**src/design/cltr_pkg.sv**
```systemverilog
// cltr_pkg: shared types, constants and lookup functions of the transliterator
// forward rom, reverse digraph/trigraph tables, symbol classification
// no dependencies
package cltr_pkg;

    localparam int unsigned VARIANT_COUNT    = 3;
    localparam int unsigned CYRILLIC_LETTERS = 32;
    localparam int unsigned LATIN_LETTERS    = 26;
    localparam int unsigned CP_W             = 21;
    localparam int unsigned ASCII_W          = 7;

    localparam logic [CP_W-1:0] CYR_BASE = 21'h000430;
    localparam logic [CP_W-1:0] LAT_BASE = 21'h000061;

    // variant codes
    localparam logic [1:0] VAR_PLAIN    = 2'd0;
    localparam logic [1:0] VAR_DIGRAPH  = 2'd1;
    localparam logic [1:0] VAR_TRIGRAPH = 2'd2;

    // erase codes
    localparam logic [1:0] ERASE_NONE = 2'd0;
    localparam logic [1:0] ERASE_ONE  = 2'd1;
    localparam logic [1:0] ERASE_TWO  = 2'd2;

    // context fill codes
    localparam logic [1:0] FILL_EMPTY = 2'd0;
    localparam logic [1:0] FILL_ONE   = 2'd1;
    localparam logic [1:0] FILL_TWO   = 2'd2;

    typedef enum logic [1:0] {
        CLS_CYR   = 2'd0,
        CLS_LAT   = 2'd1,
        CLS_OTHER = 2'd2
    } sym_class_t;

    typedef struct packed {
        logic [CP_W-1:0] symbol;
        logic            last_in_word;
    } item_t;

    typedef struct packed {
        logic [4:0] recent;
        logic [4:0] earlier;
        logic [1:0] fill;
    } ctx_t;

    typedef struct packed {
        logic [1:0]      variant_index;
        logic [1:0]      erase_count;
        logic [1:0]      append_length;
        logic [CP_W-1:0] char_first;
        logic [CP_W-1:0] char_second;
        logic [CP_W-1:0] char_third;
        logic            final_variant;
    } edit_t;

    typedef struct packed {
        logic [1:0]         len;
        logic [ASCII_W-1:0] c0;
        logic [ASCII_W-1:0] c1;
        logic [ASCII_W-1:0] c2;
    } fwd_t;

    typedef struct packed {
        logic       hit;
        logic [4:0] idx;
    } rev_t;

    function automatic sym_class_t sym_class(logic [CP_W-1:0] sym);
        sym_class_t cls;
        if (sym >= CYR_BASE && sym < CYR_BASE + CP_W'(CYRILLIC_LETTERS))
            cls = CLS_CYR;
        else if (sym >= LAT_BASE && sym < LAT_BASE + CP_W'(LATIN_LETTERS))
            cls = CLS_LAT;
        else
            cls = CLS_OTHER;
        return cls;
    endfunction

    function automatic fwd_t str1(byte unsigned a);
        return '{len: 2'd1, c0: ASCII_W'(a), c1: '0, c2: '0};
    endfunction

    function automatic fwd_t str2(byte unsigned a, byte unsigned b);
        return '{len: 2'd2, c0: ASCII_W'(a), c1: ASCII_W'(b), c2: '0};
    endfunction

    function automatic fwd_t str3(byte unsigned a, byte unsigned b, byte unsigned c);
        return '{len: 2'd3, c0: ASCII_W'(a), c1: ASCII_W'(b), c2: ASCII_W'(c)};
    endfunction

    // forward rom: cyrillic letter index and variant to latin string
    function automatic fwd_t fwd_entry(logic [4:0] idx, logic [1:0] v);
        fwd_t e;
        unique case (idx)
            5'd0:  e = str1("a");
            5'd1:  e = str1("b");
            5'd2:  e = str1("v");
            5'd3:  e = str1("g");
            5'd4:  e = str1("d");
            5'd5:  e = str1("e");
            5'd6:  e = str2("z", "h");
            5'd7:  e = str1("z");
            5'd8:  e = str1("i");
            5'd9:  e = (v == VAR_DIGRAPH) ? str1("j") : str1("y");
            5'd10: e = str1("k");
            5'd11: e = str1("l");
            5'd12: e = str1("m");
            5'd13: e = str1("n");
            5'd14: e = str1("o");
            5'd15: e = str1("p");
            5'd16: e = str1("r");
            5'd17: e = str1("s");
            5'd18: e = str1("t");
            5'd19: e = str1("u");
            5'd20: e = str1("f");
            5'd21: e = (v == VAR_PLAIN) ? str2("k", "h")
                     : ((v == VAR_DIGRAPH) ? str1("h") : str1("x"));
            5'd22: e = str1("c");
            5'd23: e = str2("c", "h");
            5'd24: e = str2("s", "h");
            5'd25: e = (v == VAR_DIGRAPH) ? str1("w") : str3("s", "h", "h");
            5'd26: e = str3("j", "h", "h");
            5'd27: e = str2("i", "h");
            5'd28: e = (v == VAR_DIGRAPH) ? str1("'") : str2("j", "h");
            5'd29: e = (v == VAR_DIGRAPH) ? str2("j", "e") : str2("e", "h");
            5'd30: e = (v == VAR_DIGRAPH) ? str2("y", "u") : str2("j", "u");
            5'd31: e = (v == VAR_TRIGRAPH) ? str1("q")
                     : ((v == VAR_DIGRAPH) ? str2("y", "a") : str2("j", "a"));
        endcase
        return e;
    endfunction

    // latin letter index of an ascii letter
    function automatic logic [4:0] li(byte unsigned c);
        return 5'(c - "a");
    endfunction

    // single latin letter to cyrillic letter index, last rom match wins
    function automatic logic [4:0] rev_single(logic [4:0] l);
        logic [4:0] idx;
        unique case (l)
            li("a"): idx = 5'd0;
            li("b"): idx = 5'd1;
            li("c"): idx = 5'd22;
            li("d"): idx = 5'd4;
            li("e"): idx = 5'd5;
            li("f"): idx = 5'd20;
            li("g"): idx = 5'd3;
            li("h"): idx = 5'd21;
            li("i"): idx = 5'd8;
            li("j"): idx = 5'd9;
            li("k"): idx = 5'd10;
            li("l"): idx = 5'd11;
            li("m"): idx = 5'd12;
            li("n"): idx = 5'd13;
            li("o"): idx = 5'd14;
            li("p"): idx = 5'd15;
            li("q"): idx = 5'd31;
            li("r"): idx = 5'd16;
            li("s"): idx = 5'd17;
            li("t"): idx = 5'd18;
            li("u"): idx = 5'd19;
            li("v"): idx = 5'd2;
            li("w"): idx = 5'd25;
            li("x"): idx = 5'd21;
            li("y"): idx = 5'd9;
            li("z"): idx = 5'd7;
            default: idx = 5'd0;
        endcase
        return idx;
    endfunction

    function automatic rev_t rev_pair(logic [4:0] a, logic [4:0] b);
        rev_t r;
        unique case ({a, b})
            {li("z"), li("h")}: r = '{hit: 1'b1, idx: 5'd6};
            {li("k"), li("h")}: r = '{hit: 1'b1, idx: 5'd21};
            {li("c"), li("h")}: r = '{hit: 1'b1, idx: 5'd23};
            {li("s"), li("h")}: r = '{hit: 1'b1, idx: 5'd24};
            {li("i"), li("h")}: r = '{hit: 1'b1, idx: 5'd27};
            {li("j"), li("h")}: r = '{hit: 1'b1, idx: 5'd28};
            {li("e"), li("h")}: r = '{hit: 1'b1, idx: 5'd29};
            {li("j"), li("e")}: r = '{hit: 1'b1, idx: 5'd29};
            {li("j"), li("u")}: r = '{hit: 1'b1, idx: 5'd30};
            {li("y"), li("u")}: r = '{hit: 1'b1, idx: 5'd30};
            {li("j"), li("a")}: r = '{hit: 1'b1, idx: 5'd31};
            {li("y"), li("a")}: r = '{hit: 1'b1, idx: 5'd31};
            default:            r = '{hit: 1'b0, idx: 5'd0};
        endcase
        return r;
    endfunction

    function automatic rev_t rev_triple(logic [4:0] a, logic [4:0] b, logic [4:0] c);
        rev_t r;
        unique case ({a, b, c})
            {li("s"), li("h"), li("h")}: r = '{hit: 1'b1, idx: 5'd25};
            {li("j"), li("h"), li("h")}: r = '{hit: 1'b1, idx: 5'd26};
            default:                     r = '{hit: 1'b0, idx: 5'd0};
        endcase
        return r;
    endfunction

endpackage

```
**src/design/cltr_sym_if.sv**
```systemverilog
// cltr_sym_if: input channel, one code point per transaction
// depends on nothing
interface cltr_sym_if;
    logic        valid;
    logic        ready;
    logic [20:0] symbol;
    logic        last_in_word;

    modport source (output valid, output symbol, output last_in_word, input ready);
    modport sink   (input valid, input symbol, input last_in_word, output ready);
endinterface

```
**src/design/cltr_edit_if.sv**
```systemverilog
// cltr_edit_if: result channel, one variant edit per transaction
// depends on nothing
interface cltr_edit_if;
    logic        valid;
    logic        ready;
    logic [1:0]  variant_index;
    logic [1:0]  erase_count;
    logic [1:0]  append_length;
    logic [20:0] char_first;
    logic [20:0] char_second;
    logic [20:0] char_third;
    logic        final_variant;

    modport source (output valid, output variant_index, output erase_count,
                    output append_length, output char_first, output char_second,
                    output char_third, output final_variant, input ready);
    modport sink   (input valid, input variant_index, input erase_count,
                    input append_length, input char_first, input char_second,
                    input char_third, input final_variant, output ready);
endinterface

```
**src/design/cltr_edit_gen.sv**
```systemverilog
// cltr_edit_gen: builds the edit of one variant from the held item and context
// depends on cltr_pkg
module cltr_edit_gen
    import cltr_pkg::*;
(
    input  item_t      item,
    input  ctx_t       ctx,
    input  logic [1:0] variant,
    output edit_t      edit
);

    always_comb
    begin
        sym_class_t cls;
        fwd_t       fwd;
        rev_t       pair;
        rev_t       triple;
        logic [4:0] lat;
        logic [4:0] cyr;
        logic [4:0] hit_idx;

        cls     = sym_class(item.symbol);
        cyr     = 5'(item.symbol - CYR_BASE);
        lat     = 5'(item.symbol - LAT_BASE);
        fwd     = fwd_entry(cyr, variant);
        pair    = rev_pair(ctx.recent, lat);
        triple  = rev_triple(ctx.earlier, ctx.recent, lat);
        hit_idx = rev_single(lat);

        edit               = '0;
        edit.variant_index = variant;
        edit.final_variant = (variant == VAR_TRIGRAPH);

        unique case (cls)
            CLS_CYR:
            begin
                edit.erase_count   = ERASE_NONE;
                edit.append_length = fwd.len;
                edit.char_first    = CP_W'(fwd.c0);
                edit.char_second   = CP_W'(fwd.c1);
                edit.char_third    = CP_W'(fwd.c2);
            end
            CLS_LAT:
            begin
                edit.erase_count = ERASE_NONE;
                if (variant == VAR_DIGRAPH && ctx.fill != FILL_EMPTY && pair.hit)
                begin
                    hit_idx          = pair.idx;
                    edit.erase_count = ERASE_ONE;
                end
                else if (variant == VAR_TRIGRAPH && ctx.fill == FILL_TWO && triple.hit)
                begin
                    hit_idx          = triple.idx;
                    edit.erase_count = ERASE_TWO;
                end
                edit.append_length = 2'd1;
                edit.char_first    = CYR_BASE + CP_W'(hit_idx);
            end
            default:
            begin
                edit.erase_count   = ERASE_NONE;
                edit.append_length = 2'd1;
                edit.char_first    = item.symbol;
            end
        endcase
    end

endmodule

```
**src/design/cltr_item_stage.sv**
```systemverilog
// cltr_item_stage: input register, variant counter and letter context
// depends on cltr_pkg, cltr_sym_if
module cltr_item_stage
    import cltr_pkg::*;
(
    input  logic        clk,
    input  logic        rst_n,
    cltr_sym_if.sink    symbols,
    input  logic        issue,
    output logic        item_valid,
    output item_t       item,
    output logic [1:0]  variant,
    output ctx_t        ctx
);

    logic       item_valid_reg;
    logic       item_valid_next;
    logic [1:0] variant_reg;
    logic [1:0] variant_next;
    ctx_t       ctx_reg;
    ctx_t       ctx_next;
    item_t      item_reg;
    logic       accept;
    logic       last_issue;

    // item retires when its third edit moves to the output register
    assign last_issue    = issue && (variant_reg == VAR_TRIGRAPH);
    assign symbols.ready = !item_valid_reg || last_issue;
    assign accept        = symbols.valid && symbols.ready;

    always_comb
    begin
        item_valid_next = item_valid_reg;
        variant_next    = variant_reg;
        ctx_next        = ctx_reg;

        if (last_issue)
        begin
            item_valid_next = 1'b0;
            unique case (sym_class(item_reg.symbol))
                CLS_LAT:
                begin
                    ctx_next.recent = 5'(item_reg.symbol - LAT_BASE);
                    if (ctx_reg.fill != FILL_EMPTY)
                    begin
                        ctx_next.earlier = ctx_reg.recent;
                        ctx_next.fill    = FILL_TWO;
                    end
                    else
                    begin
                        ctx_next.fill = FILL_ONE;
                    end
                end
                default:
                begin
                    ctx_next.fill = FILL_EMPTY;
                end
            endcase
            if (item_reg.last_in_word)
                ctx_next.fill = FILL_EMPTY;
        end
        else if (issue)
        begin
            variant_next = variant_reg + 2'd1;
        end

        if (accept)
        begin
            item_valid_next = 1'b1;
            variant_next    = VAR_PLAIN;
        end
    end

    always_ff @(posedge clk or negedge rst_n)
    begin
        if (!rst_n)
        begin
            item_valid_reg <= 1'b0;
            variant_reg    <= VAR_PLAIN;
            ctx_reg        <= '0;
        end
        else
        begin
            item_valid_reg <= item_valid_next;
            variant_reg    <= variant_next;
            ctx_reg        <= ctx_next;
        end
    end

    always_ff @(posedge clk)
    begin
        if (accept)
            item_reg <= '{symbol: symbols.symbol, last_in_word: symbols.last_in_word};
    end

    assign item_valid = item_valid_reg;
    assign item       = item_reg;
    assign variant    = variant_reg;
    assign ctx        = ctx_reg;

    a_variant_range: assert property (@(posedge clk) disable iff (!rst_n)
        variant_reg != 2'd3)
        else $error("variant counter out of range");

    a_new_item_starts_plain: assert property (@(posedge clk) disable iff (!rst_n)
        accept |=> (item_valid_reg && variant_reg == VAR_PLAIN))
        else $error("accepted item does not start at the first variant");

    a_fill_range: assert property (@(posedge clk) disable iff (!rst_n)
        ctx_reg.fill != 2'd3)
        else $error("context fill out of range");

endmodule

```
**src/design/cltr_out_stage.sv**
```systemverilog
// cltr_out_stage: result register that drives the edit channel
// depends on cltr_pkg, cltr_edit_if
module cltr_out_stage
    import cltr_pkg::*;
(
    input  logic         clk,
    input  logic         rst_n,
    input  logic         load_valid,
    input  edit_t        edit,
    output logic         free,
    cltr_edit_if.source  edits
);

    logic  valid_reg;
    logic  valid_next;
    edit_t edit_reg;
    logic  load;

    assign free = !valid_reg || edits.ready;
    assign load = load_valid && free;

    always_comb
    begin
        valid_next = valid_reg;
        if (load)
            valid_next = 1'b1;
        else if (edits.ready)
            valid_next = 1'b0;
    end

    always_ff @(posedge clk or negedge rst_n)
    begin
        if (!rst_n)
            valid_reg <= 1'b0;
        else
            valid_reg <= valid_next;
    end

    always_ff @(posedge clk)
    begin
        if (load)
            edit_reg <= edit;
    end

    assign edits.valid         = valid_reg;
    assign edits.variant_index = edit_reg.variant_index;
    assign edits.erase_count   = edit_reg.erase_count;
    assign edits.append_length = edit_reg.append_length;
    assign edits.char_first    = edit_reg.char_first;
    assign edits.char_second   = edit_reg.char_second;
    assign edits.char_third    = edit_reg.char_third;
    assign edits.final_variant = edit_reg.final_variant;

    a_final_matches_variant: assert property (@(posedge clk) disable iff (!rst_n)
        valid_reg |-> (edit_reg.final_variant == (edit_reg.variant_index == VAR_TRIGRAPH)))
        else $error("final flag disagrees with variant index");

    a_append_nonzero: assert property (@(posedge clk) disable iff (!rst_n)
        valid_reg |-> (edit_reg.append_length != 2'd0))
        else $error("edit appends nothing");

    a_variant_order: assert property (@(posedge clk) disable iff (!rst_n)
        (valid_reg && edits.ready && !edit_reg.final_variant) |=>
            (!valid_reg || edit_reg.variant_index == $past(edit_reg.variant_index) + 2'd1))
        else $error("edits of one item leave out of order");

endmodule

```
**src/design/cyrillic_latin_transliterator_unit.sv**
```systemverilog
// cyrillic_latin_transliterator_unit: top level of the transliterator
// depends on cltr_pkg, cltr_sym_if, cltr_edit_if, cltr_item_stage,
// cltr_edit_gen, cltr_out_stage
//
//  channel   dir  payload                                         per transaction
//  symbols   in   symbol[20:0], last_in_word                      one code point
//  edits     out  variant_index, erase_count, append_length,      one variant edit
//                 char_first, char_second, char_third, final_variant
//
// every code point gives three edits, variants 0, 1, 2 in that order, so the
// single edit channel sets the pace at which the block takes code points
// edits leave one per cycle while the edit channel is ready and code points come
// the first edit of an item passes the input register, then the result register
// reset clears the valid flags, the variant counter and the letter context
// a stalled edit channel holds the result register and, through it, the item
// register; the next code point is taken in the cycle the third edit is loaded
module cyrillic_latin_transliterator_unit
    import cltr_pkg::*;
(
    input  logic        clk,
    input  logic        rst_n,
    cltr_sym_if.sink    symbols,
    cltr_edit_if.source edits
);

    item_t      item;
    ctx_t       ctx;
    edit_t      edit;
    logic [1:0] variant;
    logic       item_valid;
    logic       out_free;
    logic       issue;

    // one variant edit moves into the result register whenever an item is held and it has room
    assign issue = item_valid && out_free;

    // holds the code point and the two-letter context, counts variants
    cltr_item_stage u_item_stage (
        .clk        (clk),
        .rst_n      (rst_n),
        .symbols    (symbols),
        .issue      (issue),
        .item_valid (item_valid),
        .item       (item),
        .variant    (variant),
        .ctx        (ctx)
    );

    // rom lookups and digraph/trigraph matching for the current variant
    cltr_edit_gen u_edit_gen (
        .item    (item),
        .ctx     (ctx),
        .variant (variant),
        .edit    (edit)
    );

    // result register; frees in the same cycle its edit is taken
    cltr_out_stage u_out_stage (
        .clk        (clk),
        .rst_n      (rst_n),
        .load_valid (item_valid),
        .edit       (edit),
        .free       (out_free),
        .edits      (edits)
    );

endmodule
```
**src/flat_wrapper.sv**
```systemverilog
// flat-port wrapper written by rule: the top's interface ports become plain ports
module cyrillic_latin_transliterator_unit_flat import cltr_pkg::*;
  (clk, rst_n, symbols_valid, symbols_symbol, symbols_last_in_word, symbols_ready, edits_valid, edits_variant_index, edits_erase_count, edits_append_length, edits_char_first, edits_char_second, edits_char_third, edits_final_variant, edits_ready);
  cltr_sym_if symbols_i ();
  cltr_edit_if edits_i ();
  input  logic clk;
  input  logic rst_n;
  input wire logic [$bits(symbols_i.valid)-1:0] symbols_valid;
  input wire logic [$bits(symbols_i.symbol)-1:0] symbols_symbol;
  input wire logic [$bits(symbols_i.last_in_word)-1:0] symbols_last_in_word;
  output wire logic [$bits(symbols_i.ready)-1:0] symbols_ready;
  output wire logic [$bits(edits_i.valid)-1:0] edits_valid;
  output wire logic [$bits(edits_i.variant_index)-1:0] edits_variant_index;
  output wire logic [$bits(edits_i.erase_count)-1:0] edits_erase_count;
  output wire logic [$bits(edits_i.append_length)-1:0] edits_append_length;
  output wire logic [$bits(edits_i.char_first)-1:0] edits_char_first;
  output wire logic [$bits(edits_i.char_second)-1:0] edits_char_second;
  output wire logic [$bits(edits_i.char_third)-1:0] edits_char_third;
  output wire logic [$bits(edits_i.final_variant)-1:0] edits_final_variant;
  input wire logic [$bits(edits_i.ready)-1:0] edits_ready;
  assign symbols_i.valid = symbols_valid;
  assign symbols_i.symbol = symbols_symbol;
  assign symbols_i.last_in_word = symbols_last_in_word;
  assign symbols_ready = symbols_i.ready;
  assign edits_valid = edits_i.valid;
  assign edits_variant_index = edits_i.variant_index;
  assign edits_erase_count = edits_i.erase_count;
  assign edits_append_length = edits_i.append_length;
  assign edits_char_first = edits_i.char_first;
  assign edits_char_second = edits_i.char_second;
  assign edits_char_third = edits_i.char_third;
  assign edits_final_variant = edits_i.final_variant;
  assign edits_i.ready = edits_ready;
  cyrillic_latin_transliterator_unit u_core (.clk(clk), .rst_n(rst_n), .symbols(symbols_i), .edits(edits_i));
endmodule
```
**config.mk**
```make
export PLATFORM = sky130hd
export DESIGN_NAME = cyrillic_latin_transliterator_unit_flat
export DESIGN_NICKNAME = d
export VERILOG_FILES = /design/src/design/cltr_pkg.sv /design/src/design/cltr_sym_if.sv /design/src/design/cltr_edit_if.sv /design/src/design/cltr_edit_gen.sv /design/src/design/cltr_item_stage.sv /design/src/design/cltr_out_stage.sv /design/src/design/cyrillic_latin_transliterator_unit.sv /design/src/flat_wrapper.sv
export SDC_FILE = /design/constraint.sdc
export NUM_CORES = 1
export LEC_CHECK = 0
export BUFFER_PORTS_ARGS = -buffer_cell sky130_fd_sc_hd__buf_2
export CAP_MARGIN = 20
export CORE_UTILIZATION = 28
export DETAILED_ROUTE_END_ITERATION = 10
export SYNTH_ARGS = -nofsm -noshare
export SYNTH_HDL_FRONTEND = slang
export SYNTH_SLANG_ARGS = --single-unit
```
**constraint.sdc**
```tcl
create_clock -name clk -period 4.1 [get_ports clk]
set_clock_uncertainty 0.05 [all_clocks]
set_input_delay 0.82 -clock clk [delete_from_list [all_inputs] [get_ports clk]]
set_output_delay 0.82 -clock clk [all_outputs]
set_load 0.01 [all_outputs]
```
==> results of run 1 <==
[stage by stage]
step / setup slack [ns] / std cells / util (%) / hold slack (ns) / instance area (um2)
3_5_place_dp: 0.780 / 742 / 30.7 / 0.389 / 5070
6_report: 0.694 / 758 / 32.6 / 0.360 / 5380
2_1_floorplan: 0.820 / 529 / - / 0.389 / 4850
5_1_grt: 0.524 / 758 / 32.6 / 0.369 / 5380
4_1_cts: 0.770 / 758 / 32.6 / 0.358 / 5380
3_3_place_gp: 0.854 / 742 / 30.7 / 0.384 / 5070
[cell families after synthesis]
family	after synthesis	synth area share [%]
simple gates	165	19.4
compound gates	132	18.4
buf+inv	96	10.9
flops	72	44.0
mux	12	2.73
fa+ha+maj	10	2.65
xor+xnor	9	1.83
other cells	1	0.0793
[cells in the final DEF (no fill, tap or decap), types with 3 or more instances in the layout]
| master | Yosys | layout |
|---|---|---|
| a31oi_1 | 5 | 5 |
| dfrtp_1 | 16 | 16 |
| inv_6 | 0 | 5 |
| nand2b_1 | 13 | 13 |
| nor2_1 | 37 | 37 |
| inv_1 | 11 | 11 |
| and3_1 | 4 | 4 |
| or3_1 | 3 | 3 |
| conb_1 | 1 | 33 |
| a22oi_1 | 4 | 4 |
| nor4b_1 | 5 | 5 |
| nand4_1 | 4 | 4 |
| ha_1 | 10 | 10 |
| nor4_1 | 6 | 6 |
| nand2_1 | 25 | 25 |
| o311ai_0 | 3 | 3 |
| clkbuf_16 | 0 | 9 |
| a21oi_1 | 34 | 34 |
| buf_2 | 13 | 64 |
| nor3_1 | 16 | 16 |
| buf_4 | 37 | 13 |
| o22ai_1 | 5 | 5 |
| o21ai_0 | 33 | 33 |
| nand3b_1 | 6 | 6 |
| nand3_1 | 12 | 12 |
| o31ai_1 | 4 | 4 |
| o32ai_1 | 3 | 3 |
| mux2i_1 | 5 | 5 |
| nor2b_1 | 13 | 13 |
| or2_2 | 3 | 3 |
| o2111ai_1 | 3 | 3 |
| a21boi_0 | 3 | 3 |
| and2_1 | 3 | 3 |
| xnor2_1 | 6 | 6 |
| edfxtp_1 | 56 | 56 |
| mux2_2 | 7 | 7 |
[layer usage]
| metal | GRT usage, % | vias up | wire (um) |
|---|---|---|---|
| li1 | - | 1835 | - |
| met1 | 18.5 | 1838 | 5550 |
| met2 | 21.9 | 174 | 5620 |
| met3 | 3.34 | 25 | 873 |
| met4 | 6.72 | 0 | 349 |
| met5 | 0 | - | 0 |
[area by class of cell]
| type | count | area [um2] |
|---|---|---|
| fillers | 1717 | 11100 |
| multi-input cells | 361 | 2250 |
| flip-flops and latches | 72 | 2080 |
| repair buffers | 77 | 418 |
| well taps | 220 | 275 |
| clock buffers | 9 | 225 |
| clock inverters | 7 | 81.3 |
| inverters | 12 | 45.0 |
[worst min-delay path by stage]
stage / start / to / slack, ns / depth (start not counted)
CTS: rst_n / u_core.u_item_stage.ctx[11] / 0.36 / 1
global route: rst_n / u_core.u_item_stage.ctx[9] / 0.37 / 1
floorplan: u_core.u_item_stage.item[0] / u_core.u_item_stage.ctx[1] / 0.39 / 1
detailed placement: u_core.u_item_stage.item[13] / u_core.u_out_stage.edits.char_first[12] / 0.39 / 0
finish: rst_n / u_core.u_item_stage.ctx[11] / 0.36 / 1
global placement: u_core.u_item_stage.item[17] / u_core.u_out_stage.edits.char_first[16] / 0.38 / 0
[worst max-delay path: cells and delay by family (launching register included)]
kind	cells	cell delay, ns
AOI/OAI and AO/OA	5	1.43
xor gates and xnor gates	1	0.14
adders and majority gates	1	0.55
buffers and inverters	1	0.21
DFF	1	0.55
and+or+nand+nor	1	0.20
[power by group through the flow]
stage	clock network (W)	registers [W]	logic [W]
detailed placement	0	0.00101	0.000712
global route	0.000864	0.00101	0.000780
global placement	0	0.00100	0.000703
CTS	0.000841	0.000993	0.000714
floorplan	0	0.00103	0.000480
finish	0.000810	0.000991	0.000721
==> impl_metrics.py, run 1 <==
metrics = {
    "setup_path": {
        "endpoint_kind": "register",
        "worstSetupStartpoint": "u_core.u_item_stage.item[2]",
        "reg2reg_slack_ns": 0.69,
        "worst-path-max-fanout": 17,
        "crit_arrival_ns": 3.43,
        "crit_end": "u_core.u_out_stage.edits.char_first[2]",
        "reg2reg_from": "u_core.u_item_stage.item[2]",
        "ff2ff_path_depth": 9,
        "critical_path.max_stage_delay_ns": 0.56,
        "path_cells": "inv_1, ha_1, xnor2_1, and3_1, o31ai_1, o21ai_0, o211a_1, a221oi_1, a21oi_1",
        "path_class": "reg -> reg",
        "slowest_stage": "o31ai_1",
        "required_ns": 4.13,
        "rr_endpoint": "u_core.u_out_stage.edits.char_first[2]",
        "start_kind": "register",
    },
    "sta": {
        "rsz0062_at_grt": "no",
        "drv_slew": 0,
        "hold_viol_final": 0,
        "max_slew_margin_pct": 52.6,
        "finalCritPeriodShare_pct": 83.1,
        "worst-slew-pin-transition_ns": 0.706,
        "timing.final.crit_period_ns": 3.41,
        "fin_tns_setup_ns": 0,
        "final-setup-viol-count": 0,
        "fmax_mhz": 294,
    },
    "place": {
        "port_buffers": 64,
        "dp_hpwl_um": 8990,
        "gp_congestion": 0.906,
    },
    "clock_tree": {
        "numCtsBuffers": 9,
        "cts_max_path_buffers": 2,
        "cts.repair.resized": 0,
        "postCtsSetupBuffers": 0,
        "clk_pin_slew_ns": 0.06,
        "clock-sinks": 72,
        "htreeDepth": 3,
        "clk-insertion-delay-late_ns": 0.34,
        "cts-hold-fix-buffers": 0,
        "root_buffer": "clkbuf_16",
        "cts_tree": "yes",
    },
    "synthesis": {
        "async_flop_share_pct": 22.2,
        "synth_top_area_cell": "edfxtp_1",
        "yosys-top-cells-area": "edfxtp_1 36%, dfrtp_1 8.5%, buf_4 5.9%",
        "synth_commonest_cells": "56 x edfxtp_1, 37 x buf_4, 37 x nor2_1",
        "syn_area_um2": 4730,
        "yosysMostFrequentCell": "edfxtp_1",
        "synthFlopType": "edfxtp_1",
        "yosys_warnings": 0,
        "synth_top_cell_area_share_pct": 35.6,
        "avgSynthCellArea_um2": 9.52,
        "synth_cells": 497,
        "ys_ff_latch": 72,
        "ys_seq_area_share_pct": 44.0,
        "synth-edff-count": 56,
        "ys_types": 74,
    },
    "floorplan": {
        "coreArea_um2": 16500,
        "die-area_um2": 17400,
        "start_util_pct": 28.6,
        "io_pins": 98,
        "die_y_um": 132,
        "die_x_um": 132,
        "rows": 47,
    },
    "pwr": {
        "ir_drop_uv": 208,
        "netSwitchingPower_w": 0.000858,
        "clkPwrFrac_pct": 32.1,
        "p_sw_share_pct": 34.0,
        "comb_power_share_pct": 28.6,
        "powerDensity_nw_per_um2": 469,
        "pwr-share-seq_pct": 39.3,
        "design_power_total_w": 0.00252,
        "internal-power_w": 0.00166,
        "power_leakage_nw": 2.05,
    },
    "flow_run": {
        "drv_cap": 0,
    },
    "run_status": {
        "run_status": "finished, final reports clean",
    },
    "grt": {
        "grt_pass1_wl_um": 19100,
        "gr-total-overflow": 0,
        "track_usage_pct": 14.1,
        "antenna_found_initial": 0,
        "grt_pass1_vias": 3597,
        "grt_max_degree": 37,
    },
    "detailed_routing": {
        "drt-total-wl_um": 12400,
        "remaining_drc_errors": 0,
        "vias_per_cell": 5.11,
        "via_count": 3872,
        "drtAntennaViolNets": 0,
        "first_pass_iters": 9,
        "drt-wirelength-per-cell_um": 16.3,
        "initialDrtViolationCount": 402,
    },
    "min_path": {
        "hold_class": "in -> async",
    },
    "final_layout": {
        "largest_reg_flops": 22,
        "layout-drive-gt1-share_pct": 22.5,
        "area_delta_synth_final_pct": 13.7,
        "diodes": 0,
        "fin_nets": 569,
    },
}
(Power assumes the default switching activity.)
==> run 2, diff against run 1 <==
Settings changed: ABC_AREA from default to 1.
Clock period 4.1 ns to 3.18 ns, I/O delays scaled along.
==> run 2 against run 1 <==
Utilization rose by 1.3 points. Sequential power rose by 28%. Combinational power rose by 9.3%. Worst setup slack got worse by 0.33 ns. Critical endpoint is now u_core.u_out_stage.edits.char_first[5]. Largest power group unchanged.
==> impl_metrics.py, run 2 <==
metrics = {
    "run_status": {
        "run_status": "finished, final reports clean",
    },
    "sta": {
        "fin_tns_setup_ns": 0,
        "hold_slack_ns": 0.158,
        "layout_setup_ws_ns": 0.369,
        "worst-slew-pin-transition_ns": 0.488,
        "fmax_mhz": 356,
        "rsz0062_at_grt": "no",
        "finalCritPeriodShare_pct": 88.4,
        "max_slew_margin_pct": 66.6,
        "drv_slew": 0,
        "hold_viol_final": 0,
        "timing.final.crit_period_ns": 2.81,
        "final-setup-viol-count": 0,
    },
    "synthesis": {
        "synth_commonest_cells": "110 x nand2_1, 68 x inv_1, 65 x nor2_1",
        "synth_top_area_cell": "edfxtp_1",
        "synthFlopType": "edfxtp_1",
        "yosysMostFrequentCell": "nand2_1",
        "syn_area_um2": 4670,
        "avgSynthCellArea_um2": 8.06,
        "synth_top_cell_area_share_pct": 36.0,
        "ys_ff_latch": 72,
        "synth_cells": 579,
        "yosys-top-cells-area": "edfxtp_1 36%, nand2_1 8.8%, dfrtp_1 8.6%",
        "async_flop_share_pct": 22.2,
        "ys_seq_area_share_pct": 44.6,
        "synth-edff-count": 56,
        "yosys_warnings": 0,
        "ys_types": 42,
    },
    "pwr": {
        "p_sw_share_pct": 33.7,
        "netSwitchingPower_w": 0.00105,
        "power_leakage_nw": 2.51,
        "comb_power_share_pct": 25.4,
        "pwr-share-seq_pct": 40.9,
        "powerDensity_nw_per_um2": 571,
        "clkPwrFrac_pct": 33.8,
        "ir_drop_uv": 257,
        "internal-power_w": 0.00206,
    },
    "final_layout": {
        "largest_reg_flops": 22,
        "area_delta_synth_final_pct": 16.3,
        "final_cell_mix": "110 x nand2_1, 68 x inv_1, 64 x nor2_1, 64 x buf_2",
        "stdcell_count": 863,
        "final_common_cell": "nand2_1",
        "layout-drive-gt1-share_pct": 19.2,
        "final_cell_area_um2": 5430,
        "diodes": 0,
        "fin_nets": 678,
    },
    "setup_path": {
        "worst-path-max-fanout": 10,
        "path_class": "reg -> reg",
        "crit_arrival_ns": 2.86,
        "required_ns": 3.23,
        "reg2reg_slack_ns": 0.37,
        "rr_endpoint": "u_core.u_out_stage.edits.char_first[5]",
        "ff2ff_path_depth": 15,
        "endpoint_kind": "register",
        "reg2reg_from": "u_core.u_item_stage.item[1]",
        "start_kind": "register",
    },
    "grt": {
        "antenna_found_initial": 0,
        "grt_max_degree": 20,
        "gr-total-overflow": 0,
        "grt_pass1_wl_um": 18800,
        "grt_pass1_vias": 3697,
        "track_usage_pct": 13.9,
    },
    "clock_tree": {
        "clk-insertion-delay-late_ns": 0.34,
        "clk_pin_slew_ns": 0.06,
        "root_buffer": "clkbuf_16",
        "htreeDepth": 3,
        "cts_max_path_buffers": 2,
        "clock-sinks": 72,
        "cts_tree": "yes",
        "numCtsBuffers": 9,
    },
    "detailed_routing": {
        "remaining_drc_errors": 0,
        "first_pass_iters": 5,
        "via_count": 4042,
        "initialDrtViolationCount": 301,
        "vias_per_cell": 4.68,
        "drt-wirelength-per-cell_um": 13.5,
        "drtAntennaViolNets": 0,
        "drt-total-wl_um": 11700,
    },
    "place": {
        "gp_congestion": 0.928,
        "port_buffers": 64,
        "dpl_cell_area_um2": 5090,
        "place_ws_ns": 0.317,
        "dp_hpwl_um": 9090,
        "placed_cells": 843,
    },
    "floorplan": {
        "rows": 46,
        "io_pins": 98,
        "start_util_pct": 29.1,
        "die_x_um": 131,
        "die_y_um": 131,
        "die-area_um2": 17200,
        "coreArea_um2": 16100,
    },
    "min_path": {
        "hold_class": "in -> async",
    },
    "flow_run": {
        "drv_cap": 0,
    },
}
==> run 2: cell types whose count changed in the layout (fill, tap and decap cells not counted), sizes merged, moves of 27 or more <==
cell   delta
nand2    +96
a21oi    -27
nand3    +48
nor2     +34
inv      +60
==> run 2: routing by layer <==
metal	share of wire, %	vias up	track usage, %
li1	-	2009	-
met1	46	1825	19.1
met2	43	185	20.3
met3	7.6	23	3.16
met4	3.0	0	6.93
met5	0	-	0
==> run 2: worst max-delay path by stage <==
stage                                            from                                endpoint  cells past startpoint
after floorplan                           edits_ready             u_core.u_item_stage.item[0]                      6
after global placement    u_core.u_item_stage.item[1]  u_core.u_out_stage.edits.char_first[5]                     16
after detailed placement  u_core.u_item_stage.item[1]  u_core.u_out_stage.edits.char_first[5]                     16
after CTS                 u_core.u_item_stage.item[1]  u_core.u_out_stage.edits.char_first[5]                     16
after global routing      u_core.u_item_stage.item[1]  u_core.u_out_stage.edits.char_first[0]                     18
final                     u_core.u_item_stage.item[1]  u_core.u_out_stage.edits.char_first[5]                     15
==> run 2: worst max-delay path, cell delays in order (launching register included) <==
cell	delay, ns
edfxtp_1	0.47
inv_1	0.25
ha_1	0.29
nand2_2	0.09
nand2_4	0.12
nand2_2	0.10
nor2_4	0.20
nand3_1	0.15
nand2_1	0.20
nor2_4	0.07
nand3_4	0.11
nand2_4	0.10
nand2_1	0.10
nand3_2	0.09
nand2_1	0.09
inv_1	0.04
==> run 2: cells by family after synthesis <==
kind of cell | Yosys count | synth area share, %
DFF | 72 | 44.6
buffers and inverters | 130 | 13.6
other | 1 | 0.0803
adders and majority gates | 10 | 2.68
and+or+nand+nor | 294 | 29.5
xor gates and xnor gates | 1 | 0.188
AOI/OAI and AO/OA | 71 | 9.38
==> run 2: timing repair <==
action                                  4_1_cts  5_1_grt
endpoints found under the setup margin        0        2
gates resized for setup                       0        0
buffers inserted                              0        4
hold buffers                                  0        0
==> run 2: metrics by stage <==
| stage | utilization [%] | power [W] |
|---|---|---|
| 6_report | 33.8 | 0.00310 |
| 2_1_floorplan | - | 0.00181 |
| 3_5_place_dp | 31.7 | 0.00206 |
| 3_3_place_gp | 31.7 | 0.00206 |
| 4_1_cts | 33.6 | 0.00312 |
| 5_1_grt | 33.8 | 0.00327 |
==> run 2: power groups by stage <==
stage / Clock [W] / Combinational, W / Sequential (W)
after floorplan: 0 / 0.000502 / 0.00131
after global placement: 0 / 0.000777 / 0.00129
after detailed placement: 0 / 0.000769 / 0.00129
after CTS: 0.00108 / 0.000771 / 0.00127
after global routing: 0.00111 / 0.000872 / 0.00128
final: 0.00105 / 0.000788 / 0.00127
==> run 2: cell type report <==
type | count | area [um2]
clock buffers | 9 | 225
clock inverters | 7 | 86.3
fillers | 1693 | 10600
inverters | 73 | 274
multi-input cells | 409 | 2080
flip-flops and latches | 72 | 2080
well taps | 216 | 270
repair buffers | 77 | 418
==> run 3, diff against run 2 <==
Settings changed: CELL_PAD_IN_SITES_DETAIL_PLACEMENT from default to 2, CELL_PAD_IN_SITES_GLOBAL_PLACEMENT from default to 2, PLACE_DENSITY_LB_ADDON from default to 0.1.
==> run 3 against run 2 <==
Sequential share of layout area increased by 0.080 points. Clock power is 8% lower. Via count grew 2.4%. Total power down 0.34%. Global-route usage grew 5.1 points. Register-to-register slack got worse by 0.05 ns. First-iteration DRC count decreased by 37%. Wire length grew 33%. Worst setup slack lost 0.051 ns. Maximum frequency shrank 1.8%. Largest power group unchanged. Sequential power is essentially flat.
==> impl_metrics.py, run 3 (same netlist as run 2, synthesis figures left out) <==
metrics = {
    "detailed_routing": {
        "dr_wl_met3_um": 793,
        "wl_met1_um": 7270,
        "initialDrtViolationCount": 189,
        "via_count": 4141,
        "top_layer_used": "met4",
        "drtAntennaViolNets": 0,
        "drt-wirelength-per-cell_um": 18.0,
        "first_pass_iters": 4,
        "vias_per_cell": 4.79,
        "dr_wl_met2_um": 7260,
        "drt-total-wl_um": 15600,
        "remaining_drc_errors": 0,
    },
    "final_layout": {
        "stdcell_count": 865,
        "final_cell_area_um2": 5420,
        "regArea_um2": 2080,
        "final_cell_mix": "110 x nand2_1, 68 x inv_1, 64 x nor2_1, 64 x buf_2",
        "area_delta_synth_final_pct": 16.1,
        "largest_reg_flops": 22,
        "fin_nets": 680,
        "n_fill_cell": 1872,
        "final_common_cell": "nand2_1",
        "diodes": 0,
        "layout-drive-gt1-share_pct": 19.3,
        "multi_input_area_um2": 2080,
    },
    "clock_tree": {
        "cts_tree": "yes",
        "numCtsBuffers": 9,
        "postCtsSetupBuffers": 0,
        "cts-hold-fix-buffers": 0,
        "clk_pin_slew_ns": 0.06,
        "cts_max_path_buffers": 2,
        "clock-sinks": 72,
        "clk-insertion-delay-late_ns": 0.34,
        "root_buffer": "clkbuf_16",
        "htreeDepth": 3,
        "cts.repair.resized": 0,
    },
    "setup_path": {
        "endpoint_kind": "register",
        "ff2ff_path_depth": 15,
        "start_kind": "register",
        "worstSetupStartpoint": "u_core.u_item_stage.item[1]",
        "path_class": "reg -> reg",
        "rr_endpoint": "u_core.u_out_stage.edits.char_first[5]",
        "reg2reg_slack_ns": 0.32,
        "crit_arrival_ns": 2.91,
        "required_ns": 3.23,
        "worst-path-max-fanout": 8,
        "crit_end": "u_core.u_out_stage.edits.char_first[5]",
        "reg2reg_from": "u_core.u_item_stage.item[1]",
    },
    "sta": {
        "finalCritPeriodShare_pct": 90.0,
        "fmax_mhz": 349,
        "rsz0062_at_grt": "no",
        "drv_slew": 0,
        "hold_viol_final": 0,
        "final-setup-viol-count": 0,
        "timing.final.crit_period_ns": 2.86,
        "fin_tns_setup_ns": 0,
        "worst-slew-pin-transition_ns": 0.563,
        "max_slew_margin_pct": 62.4,
    },
    "place": {
        "port_buffers": 64,
        "placed_cells": 849,
        "dpl_cell_area_um2": 5150,
        "dp_hpwl_um": 12600,
        "gp_congestion": 0.896,
    },
    "floorplan": {
        "start_util_pct": 29.1,
        "die_x_um": 131,
        "die_y_um": 131,
        "die-area_um2": 17200,
        "rows": 46,
        "io_pins": 98,
        "coreArea_um2": 16100,
    },
    "pwr": {
        "design_power_total_w": 0.00309,
        "powerDensity_nw_per_um2": 571,
        "power_leakage_nw": 2.51,
        "ir_drop_uv": 279,
    },
    "flow_run": {
        "drv_cap": 0,
    },
    "grt": {
        "track_usage_pct": 19.0,
        "grt_max_degree": 35,
        "antenna_found_initial": 0,
        "gr-total-overflow": 0,
        "grt_pass1_wl_um": 25200,
        "grt_pass1_vias": 4466,
    },
    "min_path": {
        "hold_class": "in -> async",
    },
    "run_status": {
        "run_status": "finished, final reports clean",
    },
}
## run 3: through the flow
stage               hold slack [ns]  util [%]  setup WS [ns]
floorplan                     0.290         -          0.701
global placement              0.384      32.1          0.431
detailed placement            0.401      32.1          0.308
CTS                           0.157      33.8          0.292
global route                  0.179      33.8        0.00805
finish                        0.154      33.8          0.318
## run 3: final cells by class
| class | count | area share, % |
|---|---|---|
| Sequential cell | 72 | 38.4 |
| Multi-Input combinational cell | 409 | 38.3 |
| Timing Repair Buffer | 79 | 8.22 |
| Inverter | 73 | 5.06 |
| Tap cell | 216 | 4.99 |
| Clock buffer | 10 | 4.22 |
| Clock inverter | 6 | 0.808 |
## run 3: worst max-delay path, stage by stage (launching register included)
cell and delay [ns]:
edfxtp_1 0.40, inv_1 0.27, ha_1 0.34, nand2_1 0.12, nand2_1 0.15, nand3_1 0.14, nor2_1 0.20, nand3_1 0.16
nand2_1 0.18, nor2_4 0.06, nand3_4 0.11, nand2_4 0.11, nand2_1 0.11, nand3_2 0.10, nand2_1 0.08, inv_1 0.04
## run 3: worst min-delay path by stage
stage                     slack [ns]                         start  cells after the start                                       to
after floorplan                 0.29                         rst_n                      0               u_core.u_item_stage.ctx[0]
after global placement          0.38  u_core.u_item_stage.item[14]                      0  u_core.u_out_stage.edits.char_first[13]
after detailed placement        0.40  u_core.u_item_stage.item[15]                      0  u_core.u_out_stage.edits.char_first[14]
after CTS                       0.16                         rst_n                      1               u_core.u_item_stage.ctx[3]
after global routing            0.18                         rst_n                      1              u_core.u_item_stage.ctx[11]
final                           0.15                         rst_n                      1              u_core.u_item_stage.ctx[11]
## run 3: layer usage
metal  vias up  track usage (%)
li1       2008                -
met1      2014             25.0
met2       104             30.8
met3        15             4.17
met4         0             6.21
met5         -                0
## run 3: power breakdown
| part | internal [W] | switching, W |
|---|---|---|
| Clock | 0.000533 | 0.000429 |
| Sequential | 0.00119 | 0.0000844 |
| Combinational | 0.000260 | 0.000599 |
